$ cat src/rtl/crp_pkg.sv
// ----------------------------------------------------------------------------
// crp_pkg
// Shared types and constants of the circle raster painter: item structs,
// function codes, register indexes and the per-operation shape descriptor.
// ----------------------------------------------------------------------------
`default_nettype none

package crp_pkg;

  localparam int MAX_SIDE_DEF  = 256;
  localparam int FRAC_BITS_DEF = 8;

  localparam int COORD_W    = 24;
  localparam int RMAG_W     = COORD_W - 1;
  localparam int RSQ_W      = 2 * RMAG_W;
  localparam int CHAR_W     = 8;
  localparam int RC_W       = 8;
  localparam int FUNC_W     = 2;
  localparam int CFG_IDX_W  = 2;
  localparam int CFG_DATA_W = 9;

  localparam int SIDE_RST = 256;
  localparam logic [CHAR_W-1:0] BG_RST = 8'd32;

  localparam logic [FUNC_W-1:0] FUNC_CLEAR = 2'd0;
  localparam logic [FUNC_W-1:0] FUNC_DRAW  = 2'd1;
  localparam logic [FUNC_W-1:0] FUNC_READ  = 2'd2;

  localparam logic [CFG_IDX_W-1:0] CFG_WIDTH  = 2'd0;
  localparam logic [CFG_IDX_W-1:0] CFG_HEIGHT = 2'd1;
  localparam logic [CFG_IDX_W-1:0] CFG_BG     = 2'd2;

  typedef struct packed {
    logic [FUNC_W-1:0]         func;
    logic                      filled;
    logic signed [COORD_W-1:0] center_x;
    logic signed [COORD_W-1:0] center_y;
    logic signed [COORD_W-1:0] radius;
    logic [CHAR_W-1:0]         paint_char;
    logic [RC_W-1:0]           read_row;
    logic [RC_W-1:0]           read_col;
  } crp_in_t;

  typedef struct packed {
    logic [CHAR_W-1:0] pixel_value;
    logic              status;
  } crp_out_t;

  typedef struct packed {
    logic                      is_clear;
    logic                      filled;
    logic                      all_edge;
    logic signed [COORD_W-1:0] cx;
    logic signed [COORD_W-1:0] cy;
    logic [RSQ_W-1:0]          r2;
    logic [RSQ_W-1:0]          inner;
    logic [CHAR_W-1:0]         wchar;
  } crp_shape_t;

endpackage

`default_nettype wire

$ cat src/rtl/crp_dist_pipe.sv
// ----------------------------------------------------------------------------
// crp_dist_pipe
// Three-stage squared-distance pipeline: takes one scan position a cycle and
// produces the canvas write for it (clear, filled disc or outline).
// ----------------------------------------------------------------------------
`default_nettype none

module crp_dist_pipe
  import crp_pkg::*;
#(
  parameter int MAX_SIDE  = MAX_SIDE_DEF,
  parameter int FRAC_BITS = FRAC_BITS_DEF
) (
  input  wire logic                                               clk,
  input  wire logic                                               rst_n,
  input  wire logic                                               issue_vld,
  input  wire logic [((MAX_SIDE > 1) ? $clog2(MAX_SIDE) : 1)-1:0] issue_row,
  input  wire logic [((MAX_SIDE > 1) ? $clog2(MAX_SIDE) : 1)-1:0] issue_col,
  input  wire crp_shape_t                                         shape,
  output logic                                                    wr_en,
  output logic [((MAX_SIDE > 1) ? $clog2(MAX_SIDE*MAX_SIDE) : 1)-1:0] wr_addr,
  output logic [CHAR_W-1:0]                                       wr_data,
  output logic                                                    pipe_busy
);

  localparam int SIDE_W = (MAX_SIDE > 1) ? $clog2(MAX_SIDE) : 1;
  localparam int ADDR_W = (MAX_SIDE > 1) ? $clog2(MAX_SIDE * MAX_SIDE) : 1;
  localparam int M_W    = (SIDE_W + FRAC_BITS > COORD_W - 1) ? SIDE_W + FRAC_BITS
                                                             : COORD_W - 1;
  localparam int D_W    = M_W + 2;
  localparam int ABS_W  = D_W - 1;
  localparam int SQ_W   = 2 * ABS_W + 1;

  logic signed [D_W-1:0] diff_x;
  logic signed [D_W-1:0] diff_y;
  logic [ABS_W-1:0]      abs_x;
  logic [ABS_W-1:0]      abs_y;
  logic [ADDR_W-1:0]     issue_addr;

  logic                  s1_vld_r, s2_vld_r, s3_vld_r;
  logic [ADDR_W-1:0]     s1_addr_r, s2_addr_r, s3_addr_r;
  logic [ABS_W-1:0]      s1_dx_r, s1_dy_r;
  logic [2*ABS_W-1:0]    s2_dx2_r, s2_dy2_r;
  logic [SQ_W-1:0]       s3_d2_r;

  logic [SQ_W-1:0]       r2_ext;
  logic [SQ_W-1:0]       inner_ext;
  logic                  in_disc;
  logic                  edge_hit;
  logic                  paint;

  always_comb begin
    diff_x = $signed(D_W'(issue_col) << FRAC_BITS) - D_W'(shape.cx);
    diff_y = $signed(D_W'(issue_row) << FRAC_BITS) - D_W'(shape.cy);
    abs_x  = diff_x[D_W-1] ? ABS_W'(-diff_x) : ABS_W'(diff_x);
    abs_y  = diff_y[D_W-1] ? ABS_W'(-diff_y) : ABS_W'(diff_y);
    issue_addr = ADDR_W'(ADDR_W'(issue_row) * MAX_SIDE + ADDR_W'(issue_col));
  end

  always_ff @(posedge clk) begin
    if (!rst_n) begin
      s1_vld_r <= 1'b0;
      s2_vld_r <= 1'b0;
      s3_vld_r <= 1'b0;
    end else begin
      s1_vld_r <= issue_vld;
      s2_vld_r <= s1_vld_r;
      s3_vld_r <= s2_vld_r;
    end
  end

  always_ff @(posedge clk) begin
    s1_addr_r <= issue_addr;
    s1_dx_r   <= abs_x;
    s1_dy_r   <= abs_y;
    s2_addr_r <= s1_addr_r;
    s2_dx2_r  <= s1_dx_r * s1_dx_r;
    s2_dy2_r  <= s1_dy_r * s1_dy_r;
    s3_addr_r <= s2_addr_r;
    s3_d2_r   <= SQ_W'(s2_dx2_r) + SQ_W'(s2_dy2_r);
  end

  always_comb begin
    r2_ext    = SQ_W'(shape.r2);
    inner_ext = SQ_W'(shape.inner);
    in_disc   = (s3_d2_r <= r2_ext);
    edge_hit  = in_disc && (shape.all_edge || (s3_d2_r >= inner_ext));
    paint     = edge_hit || (shape.filled && in_disc);
    wr_en     = s3_vld_r && (shape.is_clear || paint);
    wr_addr   = s3_addr_r;
    wr_data   = shape.wchar;
    pipe_busy = s1_vld_r || s2_vld_r || s3_vld_r;
  end

endmodule

`default_nettype wire
$ cat config.mk
export PLATFORM = sky130hd
export DESIGN_NAME = crp_dist_pipe
export DESIGN_NICKNAME = d
export VERILOG_FILES = /design/src/rtl/crp_pkg.sv /design/src/rtl/crp_dist_pipe.sv
export SDC_FILE = /design/constraint.sdc
export NUM_CORES = 2
export LEC_CHECK = 0
export BUFFER_PORTS_ARGS = -buffer_cell sky130_fd_sc_hd__buf_4
export CORE_MARGIN = 4
export CORE_UTILIZATION = 55
export CTS_CLUSTER_DIAMETER = 200
export CTS_CLUSTER_SIZE = 25
export DETAILED_ROUTE_END_ITERATION = 8
export PLACE_DENSITY_LB_ADDON = 0.12
export SYNTH_ARGS = -nofsm -noshare
export SYNTH_HDL_FRONTEND = slang
export SYNTH_SLANG_ARGS = --single-unit
$ cat constraint.sdc
create_clock -name clk -period 9.4 [get_ports clk]
set_input_delay 0.94 -clock clk [delete_from_list [all_inputs] [get_ports clk]]
set_output_delay 0.94 -clock clk [all_outputs]
set_load 0.005 [all_outputs]
Yosys cells after proc, flatten, opt, wreduce, memory -nomap -nowiden

Cells that the tools add are included.

ROM bits: 0
Logic and storage cells: 31
Flip-flop bits (word level): 244
Bits in latches: 0
Memory bits (writable): 0
Memories: 0
Output and inout bits: 26

$lt $le $gt $ge: 2
Equality and inequality tests: 0
Shift-type cells: 0
Reduce and logical (&&, ||, !) cells: 8
Add/sub/neg operators: 6
Divide/modulo/power cells: 0
Bitwise operators: 0
$mul: 2
Muxes and demuxes: 2

Operators by type and width:

| kind                | count |
|---|---|
| $mul A24 B24 Y48    | 2 |
| $sub A17 B24 Y25    | 2 |
| $add A48 B48 Y49    | 1 |
| $ge A49 B46 Y1      | 1 |
| $le A49 B46 Y1      | 1 |
| $mux W24            | 2 |
| $neg A24 Y24        | 2 |
| $add A16 B8 Y16     | 1 |
| $logic_or A1 B1 Y1  | 5 |
| $logic_and A1 B1 Y1 | 3 |

Depth between registers and ports, before layout

Depth in word-level cells: 6
Depth in mapped cells: 29
Gate-level depth less buffers: 28

Least setup slack after synthesis

OpenSTA, ideal clock, no wires.

Path type: reg-to-reg
From: reg s1_dx_r[17]
To: reg s2_dx2_r[47]
Data arrival time: 7,358 ps
Stages on the path, launching flop included: 28
Setup slack: 1,970 ps
Cells stage by stage: dfxtp_1 > clkbuf_1 > clkbuf_1 > nand2_1 > fa_1 > inv_1 > fa_1 > fa_1 > inv_1 > fa_1 > inv_1 > fa_1 > fa_1 > inv_1 > fa_1 > inv_1 > ha_1 > a21o_1 > a211oi_1 > o31ai_1 > o21ai_1 > o31ai_1 > o31a_1 > a41o_1 > or4_1 > a31o_1 > a21oi_1 > xnor2_1

Cells in the longest elaborated chain, start to end: 1

Ends and longest elaborated chain:

| what                     | RTL line            | RTL |
|---|---|---|
| start: declaration       | crp_dist_pipe.sv:42 | `logic [ABS_W-1:0] s1_dx_r, s1_dy_r;` |
| start signal: assignment | crp_dist_pipe.sv:74 | `s1_dx_r <= abs_x;` |
| $mul A24 B24 Y48         | crp_dist_pipe.sv:77 | `s2_dx2_r <= s1_dx_r * s1_dx_r;` |
| end signal: assignment   | crp_dist_pipe.sv:77 |  |
| end: declaration         | crp_dist_pipe.sv:43 | `logic [2*ABS_W-1:0] s2_dx2_r, s2_dy2_r;` |

No other way between the ends.
A chain may end at the register's enable or synchronous reset.

Final worst setup path

From: reg s1_dy_r[0]
To: reg s2_dy2_r[47]

Cells in the longest elaborated chain, start to end: 1

Ends and longest elaborated chain:

| what                     | RTL line            | RTL |
|---|---|---|
| start: declaration       | crp_dist_pipe.sv:42 |  |
| start signal: assignment | crp_dist_pipe.sv:75 | `s1_dy_r <= abs_y;` |
| $mul A24 B24 Y48         | crp_dist_pipe.sv:78 | `s2_dy2_r <= s1_dy_r * s1_dy_r;` |
| end signal: assignment   | crp_dist_pipe.sv:78 |  |
| end: declaration         | crp_dist_pipe.sv:43 |  |

No other way between the ends.

==> metrics.yaml <==
tightest_slew_ns: 1.301
clockRootBuffer: "clkbuf_16"
ys_types: 79
cts_tree: "yes"
synth_flop_cell: "dfxtp_1"
min_period_ns: 8.437
start_kind: "flip-flop"
r2r_end: "s2_dy2_r[47]"
hold_violations: 0
antenna_found_initial: 1
final_layout_size_suffix_gt1_share_pct: 5.436
cts_hold_buf: 0
setup_viol: 0
clock_skew_ns: 0.03518
cts_resized: 0
netlist.area_leader.share_pct: 38.05
drcViolationCount: 0
rrSetupSlack_ns: 0.96
clk_latency_ns: 0.54
clockBufferDepth: 3
wl_mm: 98.88
gp_congestion: 0.8799
maxCapViolations: 0
die_area_um2: 85350
nFillCells: 7160
holdPathEnd: "s2_addr_r[4]"
hp-start: "s1_addr_r[4]"
netlist_instances: 4878
drv_slew: 0
fmax_mhz: 118.5
fin_crit_sh_pct: 89.75
firstDrtPassIters: 5
reg2reg_from: "s1_dy_r[0]"
grt_max_degree: 26
grt_pass1_vias: 33530
path_class: "reg2reg"
nets: 6509
slew_headroom_pct: 12.34
syn_avg_cell_area_um2: 9.104
synth_nets: 6404
dp.final_hpwl_mm: 85.28
drtIter0Drc: 1438
ys_async_sr_fraction_pct: 0
grt_usage_pct: 24.14
port_buffers: 179
cts.htree.levels: 1
cts.clk_slew.worst_paths_ns: 0.11
cts_buffers: 14
antenna_cells: 0
synth_top_area_cell: "fa_1"
ys_seq_elements: 242
status: "complete, no violations"
required_ns: 9.83
post-cts-setup-buffer-count: 0
ios: 196
netlist_area_um2: 44410
overflow: 0
wl_per_cell_um: 16.38
initial_core_util_pct: 55.85
cts.sinks: 242
dieWidth_um: 292.2
critPathMaxFanout: 25
reg2reg_depth: 27
route.vias.total: 31150
synth-edff-count: 0
setup.worst_path.start: "s1_dy_r[0]"
cp.arrival_ns: 8.86
syn2layout_area_growth_pct: 6.475
tns_ns: 0
drtAntennaViolNets: 0
seq_area_frac_synth_pct: 10.91
grt_pass1_wl_mm: 168.0
die_y_um: 292.2
ys_warn_count: 0
crit_path_end_kind: "flip-flop"
holdPathStages: 0
rsz0062_at_grt: "false"
yosys-top-cells-area: "fa_1, ha_1, inv_1, dfxtp_1, and2_1"
fp.coreArea_um2: 79520
hold_path.class: "reg2reg"
vias_per_cell: 5.161
rows: 103
-- stage by stage --
step	instance area [um2]	cells	util [%]	setup slack [ns]	hold WS (ns)
floorplan	44410	4878	-	1.970	0.3096
global route	47280	6035	59.46	0.5152	0.3440
finish	47280	6035	59.46	0.9631	0.3334
detailed placement	46870	6017	58.95	1.056	0.3121
global placement	46870	6017	58.95	1.107	0.3102
CTS	47280	6035	59.46	1.022	0.3359
-- worst max-delay path by stage --
stage,to
CTS,s2_dy2_r[47]
global route,s2_dy2_r[47]
finish,s2_dy2_r[47]
global placement,s2_dy2_r[47]
detailed placement,s2_dy2_r[47]
floorplan,s2_dx2_r[47]
-- placed cells by master, fill, tap and decap left out, types with 12 or more instances in the layout --
| master | instances |
|---|---|
| xor2_1 | 71 |
| o211ai_1 | 14 |
| buf_4 | 226 |
| and3_1 | 20 |
| and2_1 | 243 |
| a21o_1 | 98 |
| inv_1 | 1338 |
| a211oi_1 | 18 |
| clkbuf_16 | 15 |
| nand2b_1 | 23 |
| dfxtp_1 | 242 |
| nand3_1 | 31 |
| xnor2_1 | 160 |
| o21ai_0 | 58 |
| a31oi_1 | 18 |
| ha_1 | 512 |
| or3_1 | 12 |
| nand2_1 | 388 |
| nor2_1 | 147 |
| a21oi_1 | 167 |
| o21bai_1 | 16 |
| fa_1 | 844 |
| nand4_1 | 38 |
| nor3_1 | 28 |
| nor2b_1 | 39 |
| o21a_1 | 25 |
| o21ai_1 | 31 |
| nor4_1 | 14 |
-- synth_stat cells, types with 18 or more instances --
| library cell | instances |
|---|---|
| xor2_1 | 71 |
| clkbuf_1 | 118 |
| o21ai_0 | 58 |
| nor2b_1 | 39 |
| o21ai_1 | 31 |
| nand2_1 | 388 |
| nand3_1 | 31 |
| inv_1 | 1338 |
| o21a_1 | 25 |
| ha_1 | 512 |
| and2_1 | 243 |
| a21o_1 | 98 |
| dfxtp_1 | 242 |
| a211oi_1 | 18 |
| nand4_1 | 38 |
| nor3_1 | 28 |
| a21oi_1 | 167 |
| and3_1 | 20 |
| a31oi_1 | 18 |
| nand2b_1 | 23 |
| fa_1 | 844 |
| xnor2_1 | 160 |
| nor2_1 | 147 |
-- flip-flops by register name (all words and copies together) (netlist names) --
register / count
s1_addr_r: 16
s1_dx_r: 24
s1_dy_r: 24
s1_vld_r: 1
s2_addr_r: 16
s2_dx2_r: 47
s2_dy2_r: 47
s2_vld_r: 1
s3_d2_r: 49
s3_vld_r: 1
wr_addr: 16
-- layer usage --
| metal | vias to the layer above | track usage, % | routed length, um |
|---|---|---|---|
| met4 | 0 | 4.240 | 1734 |
| met5 | - | 0 | 0 |
| li1 | 14970 | - | - |
| met3 | 108 | 3.278 | 5506 |
| met1 | 15440 | 32.78 | 42790 |
| met2 | 633 | 42.02 | 48850 |
-- cells by family after synthesis --
kind of cell | after synthesis | synth area share (%)
muxes | 5 | 0.1212
xor gates and xnor gates | 231 | 4.556
DFF | 242 | 10.91
buffers and inverters | 1476 | 12.56
AOI/OAI and AO/OA | 534 | 7.754
and+or+nand+nor | 1034 | 11.62
adders and majority gates | 1356 | 52.47
-- worst max-delay path, stage by stage, from the launching register on --
cell,delay [ns]
dfxtp_1,1.04
nand2_1,0.23
fa_1,0.55
inv_1,0.05
fa_1,0.52
inv_1,0.05
fa_1,0.53
inv_1,0.06
fa_1,0.49
inv_1,0.05
fa_1,0.53
inv_1,0.05
fa_1,0.47
inv_1,0.05
fa_1,0.48
inv_1,0.05
ha_1,0.37
a21o_1,0.17
o21ai_0,0.08
a21boi_0,0.24
o21ai_0,0.10
o21bai_1,0.22
a2111oi_0,0.81
nand3b_1,0.27
a31oi_1,0.21
o21ai_1,0.35
a221oi_1,0.15
xnor2_1,0.15
-- final cells by class --
type                            count  area, um2  share of cell area (%)
Clock buffer                       15      375.4                  0.7939
Sequential cell                   242       4845                   10.25
Inverter                         1339       5026                   10.63
Clock inverter                      3      36.28                 0.07674
Tap cell                         1050       1314                   2.779
Multi-Input combinational cell   3160      33990                   71.89
Timing Repair Buffer              226       1697                   3.588
Power is not shown: default switching activity piles up to over one toggle a cycle in this logic, so the estimate is an artifact.
